===== config.mk =====
export PLATFORM = sky130hd
export DESIGN_NAME = framed_packet_sync_parser
export DESIGN_NICKNAME = d
export VERILOG_FILES = /design/src/design/fpsp_pkg.sv /design/src/design/framed_packet_sync_parser.sv
export SDC_FILE = /design/constraint.sdc
export NUM_CORES = 1
export LEC_CHECK = 0
export BUFFER_PORTS_ARGS = -buffer_cell sky130_fd_sc_hd__buf_2
export CAP_MARGIN = 10
export CORE_MARGIN = 2
export CORE_UTILIZATION = 50
export CTS_BUF_LIST = sky130_fd_sc_hd__clkbuf_8
export DETAILED_ROUTE_END_ITERATION = 16
export PLACE_DENSITY = 0.7
export SYNTH_ARGS = -nofsm -noshare
export SYNTH_HDL_FRONTEND = slang
export SYNTH_SLANG_ARGS = --single-unit

===== constraint.sdc =====
create_clock -name clk -period 12 [get_ports clk]
set_clock_uncertainty 0.2 [all_clocks]
set_input_delay 3.6 -clock clk [delete_from_list [all_inputs] [get_ports clk]]
set_output_delay 3.6 -clock clk [all_outputs]
set_load 0.01 [all_outputs]

===== src/design/fpsp_pkg.sv =====
// Shared constants for the framed packet sync parser.
`default_nettype none
package fpsp_pkg;

  localparam int LEN_BITS = 16;

  localparam logic [7:0] SYNC_A = 8'hAA;
  localparam logic [7:0] SYNC_B = 8'h55;
  localparam logic [15:0] OVERHEAD = 16'd7;
  localparam logic [15:0] MAX_FRAME_LEN_RST = 16'd263;
  localparam logic [15:0] LEN_CAP = 16'((32'd1 << LEN_BITS) - 32'd1);

  typedef logic [2:0] event_t;
  localparam event_t EV_NONE    = 3'd0;
  localparam event_t EV_BYTE    = 3'd1;
  localparam event_t EV_DONE    = 3'd2;
  localparam event_t EV_BADLEN  = 3'd3;
  localparam event_t EV_BADSUM  = 3'd4;
  localparam event_t EV_BADTAIL = 3'd5;

  // Payload length limit for a given buffer size; zero rejects every length.
  function automatic logic [15:0] len_limit(input logic [15:0] max_len);
    logic [15:0] lim;
    begin
      if (max_len < OVERHEAD) begin
        lim = '0;
      end else begin
        lim = max_len - OVERHEAD;
      end
      if (lim > LEN_CAP) begin
        lim = LEN_CAP;
      end
      return lim;
    end
  endfunction

endpackage
`default_nettype wire


===== src/design/framed_packet_sync_parser.sv =====
// Top level of the framed packet sync parser.
// Hunts a byte stream for frames AA 55, 16-bit big-endian length, payload,
// XOR checksum, 55 AA. Each accepted byte yields exactly one result next cycle:
// payload bytes with their index, a frame-complete event with the total
// frame length, bad length / checksum / tail events, or "none". One byte is
// taken per cycle; the parse state and the result register update in the same
// cycle, so the only bound on rate is the result register: a new byte is taken
// whenever the held result is being transferred or none is held. Writing cfg
// sets the receive buffer size; the payload limit is that size minus seven.
`default_nettype none
module framed_packet_sync_parser (
  input  wire logic                clk,
  input  wire logic                rst_n,
  input  wire logic                cfg_we,
  input  wire logic [15:0]         cfg_wdata,
  input  wire logic                in_valid,
  output logic                     in_ready,
  input  wire logic [7:0]          in_rx_byte,
  output logic                     out_valid,
  input  wire logic                out_ready,
  output fpsp_pkg::event_t         out_event_res,
  output logic [7:0]               out_payload_byte,
  output logic [15:0]              out_payload_index,
  output logic [15:0]              out_frame_length
);
  import fpsp_pkg::*;

  localparam logic [2:0] PH_HUNT1 = 3'd0;
  localparam logic [2:0] PH_HUNT2 = 3'd1;
  localparam logic [2:0] PH_LENH  = 3'd2;
  localparam logic [2:0] PH_LENL  = 3'd3;
  localparam logic [2:0] PH_DATA  = 3'd4;
  localparam logic [2:0] PH_SUM   = 3'd5;
  localparam logic [2:0] PH_TAIL1 = 3'd6;
  localparam logic [2:0] PH_TAIL2 = 3'd7;

  logic [15:0] limit_r;
  logic [2:0]  phase_r, phase_nxt;
  logic [15:0] len_r, len_nxt;
  logic [15:0] count_r, count_nxt;
  logic [7:0]  xor_r, xor_nxt;

  logic        out_valid_r;
  event_t      ev_r, ev_nxt;
  logic [7:0]  pbyte_r, pbyte_nxt;
  logic [15:0] pidx_r, pidx_nxt;
  logic [15:0] flen_r, flen_nxt;

  logic        in_xfer;
  logic [15:0] len_full;
  logic [15:0] count_inc;

  assign in_ready = !out_valid_r || out_ready;
  assign in_xfer  = in_valid && in_ready;

  assign len_full  = {len_r[15:8], in_rx_byte};
  assign count_inc = count_r + 16'd1;

  always_comb begin
    phase_nxt = phase_r;
    len_nxt   = len_r;
    count_nxt = count_r;
    xor_nxt   = xor_r;
    ev_nxt    = EV_NONE;
    pbyte_nxt = '0;
    pidx_nxt  = '0;
    flen_nxt  = '0;
    case (phase_r)
      PH_HUNT1: begin
        if (in_rx_byte == SYNC_A) phase_nxt = PH_HUNT2;
      end
      PH_HUNT2: begin
        // a repeated AA keeps waiting for 55
        if (in_rx_byte == SYNC_B) begin
          phase_nxt = PH_LENH;
        end else if (in_rx_byte != SYNC_A) begin
          phase_nxt = PH_HUNT1;
        end
      end
      PH_LENH: begin
        len_nxt   = {in_rx_byte, 8'h00};
        phase_nxt = PH_LENL;
      end
      PH_LENL: begin
        if (len_full == '0 || len_full > limit_r) begin
          ev_nxt    = EV_BADLEN;
          len_nxt   = '0;
          phase_nxt = PH_HUNT1;
        end else begin
          len_nxt   = len_full;
          count_nxt = '0;
          xor_nxt   = '0;
          phase_nxt = PH_DATA;
        end
      end
      PH_DATA: begin
        ev_nxt    = EV_BYTE;
        pbyte_nxt = in_rx_byte;
        pidx_nxt  = count_r;
        xor_nxt   = xor_r ^ in_rx_byte;
        count_nxt = count_inc;
        if (count_inc >= len_r) phase_nxt = PH_SUM;
      end
      PH_SUM: begin
        if (xor_r == in_rx_byte) begin
          phase_nxt = PH_TAIL1;
        end else begin
          ev_nxt    = EV_BADSUM;
          len_nxt   = '0;
          phase_nxt = PH_HUNT1;
        end
      end
      PH_TAIL1: begin
        if (in_rx_byte == SYNC_B) begin
          phase_nxt = PH_TAIL2;
        end else begin
          ev_nxt    = EV_BADTAIL;
          len_nxt   = '0;
          phase_nxt = PH_HUNT1;
        end
      end
      PH_TAIL2: begin
        if (in_rx_byte == SYNC_A) begin
          ev_nxt   = EV_DONE;
          flen_nxt = count_r + OVERHEAD;
        end else begin
          ev_nxt = EV_BADTAIL;
        end
        len_nxt   = '0;
        phase_nxt = PH_HUNT1;
      end
      default: begin
        phase_nxt = PH_HUNT1;
      end
    endcase
  end

  always_ff @(posedge clk) begin
    if (!rst_n) begin
      limit_r     <= len_limit(MAX_FRAME_LEN_RST);
      phase_r     <= PH_HUNT1;
      len_r       <= '0;
      count_r     <= '0;
      xor_r       <= '0;
      out_valid_r <= 1'b0;
    end else begin
      if (cfg_we) limit_r <= len_limit(cfg_wdata);
      if (in_xfer) begin
        phase_r     <= phase_nxt;
        len_r       <= len_nxt;
        count_r     <= count_nxt;
        xor_r       <= xor_nxt;
        out_valid_r <= 1'b1;
      end else if (out_ready) begin
        out_valid_r <= 1'b0;
      end
    end
  end

  // result payload, no reset needed
  always_ff @(posedge clk) begin
    if (in_xfer) begin
      ev_r    <= ev_nxt;
      pbyte_r <= pbyte_nxt;
      pidx_r  <= pidx_nxt;
      flen_r  <= flen_nxt;
    end
  end

  assign out_valid         = out_valid_r;
  assign out_event_res     = ev_r;
  assign out_payload_byte  = pbyte_r;
  assign out_payload_index = pidx_r;
  assign out_frame_length  = flen_r;

  // a byte taken while hunting for the first sync byte never reports an event
  a_hunt_quiet: assert property (@(posedge clk) disable iff (!rst_n)
    in_xfer && phase_r == PH_HUNT1 |=> out_event_res == EV_NONE)
    else $error("event reported from hunt phase");

  // payload phase only runs with a nonzero length and the count below it
  a_data_len: assert property (@(posedge clk) disable iff (!rst_n)
    phase_r == PH_DATA |-> (len_r != '0 && count_r < len_r))
    else $error("payload phase with bad length or count");

  // frame length always covers at least one payload byte plus overhead
  a_done_len: assert property (@(posedge clk) disable iff (!rst_n)
    out_valid && out_event_res == EV_DONE |-> out_frame_length > OVERHEAD)
    else $error("frame complete with short length");

  // non-byte events carry a zero payload byte and index
  a_byte_zero: assert property (@(posedge clk) disable iff (!rst_n)
    out_valid && out_event_res != EV_BYTE |->
      (out_payload_byte == '0 && out_payload_index == '0))
    else $error("stray payload fields");

endmodule
`default_nettype wire

==> run metrics, run 1 <==
GRT Total Usage=22.24%; Yosys top cell area share=22.21%; Routed met3 length=697 µm; status=finished clean; Final ANT Viol Nets=0; Crit. End Element=output pin; crit path max-delay cell type=nand2b_1; Met1 Wirelength=5.818 mm; crit-path max FO=4; CTS tree=yes; Final Util=56.72%; Routability Congestion=0.8304; Setup crit start=out_ready; cell taking the most area after synthesis=edfxtp_1; vias in the first global route=4,600; Synth Area in Simple Gates=21.65%; Synth Area in Compound Gates=15.58%; final worst path period share=65.35%; DR top layer=met4; FP Rows=39; largest family of logic cells by synthesized area=simple AND/OR/NAND/NOR gates; Ports=74; worst slew pin tran=1.159 ns; layout cells sized above 1=14.06%; Worst-path clk slew=0.10 ns; fmax=0.1275 GHz; routed vias=4,859; max-capacitance violation count=0; Crit path max-delay family=buffers and inverters; post-synthesis adder-cell area fraction=7.532%; TritonRoute pass-1 iters=4; Synth Area in XOR/XNOR=6.628%; DRC=0; Die W=111.8 µm; Critical Path Start Type=primary input; antenna cells=0; die height=111.8 µm; top cells by area, synth=edfxtp_1, dfxtp_1, ha_1; YS warnings=0; Leak=2.425 nW; CTS H-tree depth=3; CORE AREA=0.01137 mm²; worst vdd rail ir drop=60.38 µV; antenna violations before repair=0; Slew HR=22.60%; Net Count, Synth=715; Netlist cell types=60; hold buffers post-CTS=0; final hold vios=0; worst r2r src=count_r[0]; Final WS setup=4.158 ns; Nets=770; CP required=8.20 ns; synthesis-stage register bit count=103; post-route insts no fill=854; final slew viol count=0; Largest stage delay, worst path=0.19 ns; multi-input logic area=0.002998 mm²; commonest non-fill, non-tap cell in the layout=buf_2; DP Cell Count=838; commonest non-fill, non-tap cells in the layout=buf_2, nor2_1, dfxtp_1, a21oi_1, nand2_1; CTS buffer count=9; Netlist Area Pre-Place=0.005814 mm²; Seq/Total Area, Yosys=42.87%; Avg Inst Size Synth=8.931 µm²; hold path start=len_r[0]; FILL cells=1,012; largest net degree at the start of global routing=58; DP Worst Slack=4.172 ns; WP data arrival=4.04 ns; number of synthesized flops with an enable pin=43; post_cts resized=0; vias per cell=5.690; Critical path buffers and inverters=2; register area=0.002492 mm²; most frequent CP cell=buf_2; Clock Tree Buf Depth=2; ys async rst share=0%; WS Path Type=primary input to output pin; power per cell area=102.2 mW/mm²; CP cell instances=buf_2 -> nand2b_1 -> buf_2; GRT Residual Overflow=0; clock tree sinks=103; Initial Utilization=51.14%; Post CTS Setup Buffer Count=0; main flop type after synthesis=dfxtp_1; setup_tns=0 ns; post-detail-place hpwl=9.769 mm; DR iter-0 viols=282; Tmin final=7.842 ns; IO buf count=73; worst skew pair latency=0.38 ns; Final setup viols=0; Root Driver=clkbuf_8; first-pass GRT wire length=22.45 mm; WL met2=6.711 mm; RSZ-0062 raised after global routing=no; Area Growth Syn to Fin=10.91%; Post-Syn Instances=651; Die Area=0.01251 mm²; mux contribution to synthesized area=0.1722%; final WL=13.56 mm; Tightest Hold Check Type=flop to flop; Routed WL per cell=15.88 µm
state kept, by name, indices dropped and copies added (netlist names):
| register | cells |
|---|---|
| count_r | 16 |
| len_r | 16 |
| limit_r | 16 |
| out_event_res | 3 |
| out_frame_length | 16 |
| out_payload_byte | 8 |
| out_payload_index | 16 |
| out_valid | 1 |
| phase_r | 3 |
| xor_r | 8 |
synthesized netlist by cell type, types with 2 or more instances:
cell type	number
nor2_1	68
or4_1	3
nand4_1	24
inv_1	49
nand4b_1	3
nor2b_1	3
nor3_1	7
o22ai_1	5
nor4_1	10
o211ai_1	2
nand3_1	19
a22o_1	8
and3_1	2
o21ai_0	25
buf_1	5
xor2_1	12
nand3b_1	9
nand2_1	50
a2bb2oi_1	4
and4_1	2
edfxtp_1	43
or3_1	8
o32ai_1	7
clkbuf_1	20
a21oi_1	59
buf_2	6
xnor2_1	32
nor3b_1	2
and2_1	17
nand2b_1	15
ha_1	35
a21o_1	5
o21ai_1	2
dfxtp_1	60
a211oi_1	5
stage by stage:
| step | power (W) | area, µm² | hold slack [ns] |
|---|---|---|---|
| floorplan | 0.0004215 | 5814 | 0.2505 |
| global placement | 0.0004420 | 6252 | 0.2671 |
| detailed placement | 0.0004451 | 6252 | 0.2693 |
| CTS | 0.0006636 | 6449 | 0.2855 |
| global route | 0.0006859 | 6449 | 0.3221 |
| finish | 0.0006588 | 6449 | 0.2831 |
cell type report:
| cell class | count | area share, % |
|---|---|---|
| Tap cell | 143 | 2.775 |
| Inverter | 50 | 2.910 |
| Multi-Input combinational cell | 465 | 46.49 |
| Timing Repair Buffer | 77 | 6.131 |
| Clock buffer | 10 | 2.134 |
| Clock inverter | 6 | 0.9119 |
| Sequential cell | 103 | 38.65 |
power by group:
part	internal (W)	leakage [nW]	switching, W
logic	0.0000215	1.40	0.0000380
registers	0.000374	0.922	0.00000300
clock network	0.000102	0.108	0.000121
worst register-to-register path, cell delays in order, from the launching register on:
cell and delay, ns:
dfxtp_1 0.51, ha_1 0.30, nand3_1 0.16, nand4b_1 0.31, or3_1 0.40, nand2_1 0.10
ha_1 0.24, o21ai_0 0.16, nor2_1 0.06, or4_1 0.47, a211o_1 0.32, o311ai_0 0.17
mux2i_1 0.24
per-layer routing:
| layer | vias to the layer above | track usage [%] |
|---|---|---|
| met5 | - | 0 |
| met4 | 0 | 9.218 |
| met3 | 26 | 3.430 |
| met2 | 147 | 38.75 |
| met1 | 2261 | 27.51 |
| li1 | 2425 | - |
cell families after synthesis:
logic type	Yosys count
XOR/XNOR	44
AND/OR/NAND/NOR	247
flip-flops	103
buffers and inverters	83
AO/OA/AOI/OAI	138
multiplexers	1
adder cells (fa/ha/maj)	35
path summary, 6_finish.rpt:
check | end | slack, ns | cells after the start
min reg2reg | len_r[0] | 0.28 | 2
min | len_r[0] | 0.28 | 2
max | in_ready | 4.16 | 3
max reg2reg | phase_r[0] | 8.31 | 12
Note: power is estimated with default switching activity, not from simulation.
==> run 2, diff against run 1 <==
Clock period 12 ns to 7.7 ns, I/O delays scaled along.
==> run metrics, run 2 (same netlist as run 1, synthesis figures left out) <==
status=finished clean; GRT Residual Overflow=0 (unchanged); Critical Path Start Type=primary input; CTS buffer count=9 (unchanged); clock share of power=33.7% (about the same); Routed WL per cell=15.85 µm (-0.23%); fmax=0.1903 GHz; final hold vios=0 (unchanged); P_int=0.0007751 W (+56%); Leak=2.426 nW (about the same); worst vdd rail ir drop=76.78 µV (+27%); CORE AREA=0.01137 mm² (unchanged); commonest non-fill, non-tap cells in the layout=buf_2, nor2_1, dfxtp_1, a21oi_1, nand2_1; Routability Congestion=0.8525 (+2.7%); DRC=0 (unchanged); Final setup viols=0 (unchanged); Nets=770 (unchanged); FILL cells=1,010 (-0.20%); DR iter-0 viols=293 (+3.9%); Tmin final=5.255 ns; antenna violations before repair=0 (unchanged); Crit. End Element=output pin; post-route insts no fill=854 (unchanged); setup_tns=0 ns (unchanged); die height=111.8 µm (unchanged); first-pass GRT wire length=22.66 mm (+0.92%); reg2reg end=phase_r[0]; Met1 Wirelength=5.909 mm (+1.6%); final slew viol count=0 (unchanged); FP Rows=39 (unchanged); IO buf count=73 (unchanged); TritonRoute pass-1 iters=7 (+3); R2R Setup Slk=3.98 ns (-4.33 ns); CP cell instances=buf_2 -> nand2b_1 -> buf_2; post_cts resized=0 (unchanged); vias in the first global route=4,682 (+1.8%); Final ANT Viol Nets=0 (unchanged); Slew HR=23.44% (+0.84 points); hold buffers post-CTS=0 (unchanged); Seq pwr share=57.2% (about the same); Final Util=56.73% (about the same); Initial Utilization=51.14% (unchanged); Root Driver=clkbuf_8; routed vias=4,872 (+0.27%); final WL=13.53 mm (-0.23%); Post CTS Setup Buffer Count=0 (unchanged); NetSw=0.0002510 W (+55%); CTS tree=yes; Largest stage delay, worst path=0.18 ns (about the same); power per cell area=159.1 mW/mm² (+56%); clock tree sinks=103 (unchanged); Area Growth Syn to Fin=10.93% (about the same); WS Path Type=primary input to output pin; Worst-path clk slew=0.10 ns (about the same); worst slew pin tran=1.147 ns (-0.01188 ns); crit path max-delay cell type=nand2b_1; worst r2r src=count_r[0]; Setup crit start=out_ready; antenna cells=0 (unchanged); GRT Total Usage=22.26% (about the same); Switching Share=24.46% (-0.082 points); Logic pwr share=9.0% (about the same); commonest non-fill, non-tap cell in the layout=buf_2; most frequent CP cell=buf_2; Critical Path Sink=in_ready; CTS H-tree depth=3 (unchanged); max-capacitance violation count=0 (unchanged); Die W=111.8 µm (unchanged); worst skew pair latency=0.37 ns (about the same); final worst path period share=68.25%; Clock Tree Buf Depth=2 (unchanged); layout cells sized above 1=14.06% (unchanged); DR top layer=met4; Die Area=0.01251 mm² (unchanged); vias per cell=5.705 (+0.27%); WL met2=6.707 mm (about the same); DP Cell Count=838 (unchanged); Routed met3 length=617 µm (-11%); Tightest Hold Check Type=flop to flop; RSZ-0062 raised after global routing=no; WP data arrival=2.75 ns (-1.29 ns); worst reg-to-reg path cell count=12 (unchanged); crit-path max FO=4 (unchanged); largest net degree at the start of global routing=58 (unchanged); CP required=5.19 ns (-3.01 ns); Ports=74 (unchanged); post-detail-place hpwl=9.653 mm (-1.2%)
run 2: power groups by stage:
stage,registers [W],logic [W],clock network (W)
2_1_floorplan,0.000606,0.0000508,0
3_3_place_gp,0.000599,0.0000891,0
3_5_place_dp,0.000600,0.0000929,0
4_1_cts,0.000587,0.0000933,0.000352
5_1_grt,0.000589,0.000103,0.000374
6_report,0.000587,0.0000927,0.000346
run 2: how the worst min path moves through the flow:
| stage | from | to | slack, ns | cells past startpoint |
|---|---|---|---|---|
| 2_1_floorplan | len_r[0] | len_r[0] | 0.25 | 2 |
| 3_3_place_gp | limit_r[7] | limit_r[7] | 0.27 | 2 |
| 3_5_place_dp | len_r[0] | len_r[0] | 0.27 | 2 |
| 4_1_cts | len_r[0] | len_r[0] | 0.29 | 2 |
| 5_1_grt | len_r[0] | len_r[0] | 0.32 | 2 |
| 6_report | len_r[0] | len_r[0] | 0.28 | 2 |
run 2: through the flow:
stage,setup slack [ns],hold slack (ns),total power [W],instance area (µm²)
6_report,2.445,0.2849,0.001026,6450
5_1_grt,2.394,0.3180,0.001066,6450
3_5_place_dp,2.436,0.2732,0.0006931,6252
2_1_floorplan,2.454,0.2505,0.0006567,5814
3_3_place_gp,2.468,0.2675,0.0006885,6252
4_1_cts,2.433,0.2888,0.001033,6450
run 2: cell type report:
type,count,area [µm²],share of cell area (%)
Clock buffer,10,137.6,2.134
Clock inverter,6,60.06,0.9311
Inverter,50,187.7,2.910
Multi-Input combinational cell,465,2998,46.48
Sequential cell,103,2492,38.64
Tap cell,143,178.9,2.774
Timing Repair Buffer,77,395.4,6.130
run 2: worst max-delay path: cells and delay by family:
| family | cells | cell delay (ns) |
|---|---|---|
| buf+inv | 2 | 0.25 |
| simple gates | 1 | 0.18 |
run 2: layer usage:
layer / vias up / GRT usage [%]
met1: 2286 / 27.78
li1: 2424 / -
met5: - / 0
met2: 137 / 38.67
met4: 0 / 9.300
met3: 25 / 3.157
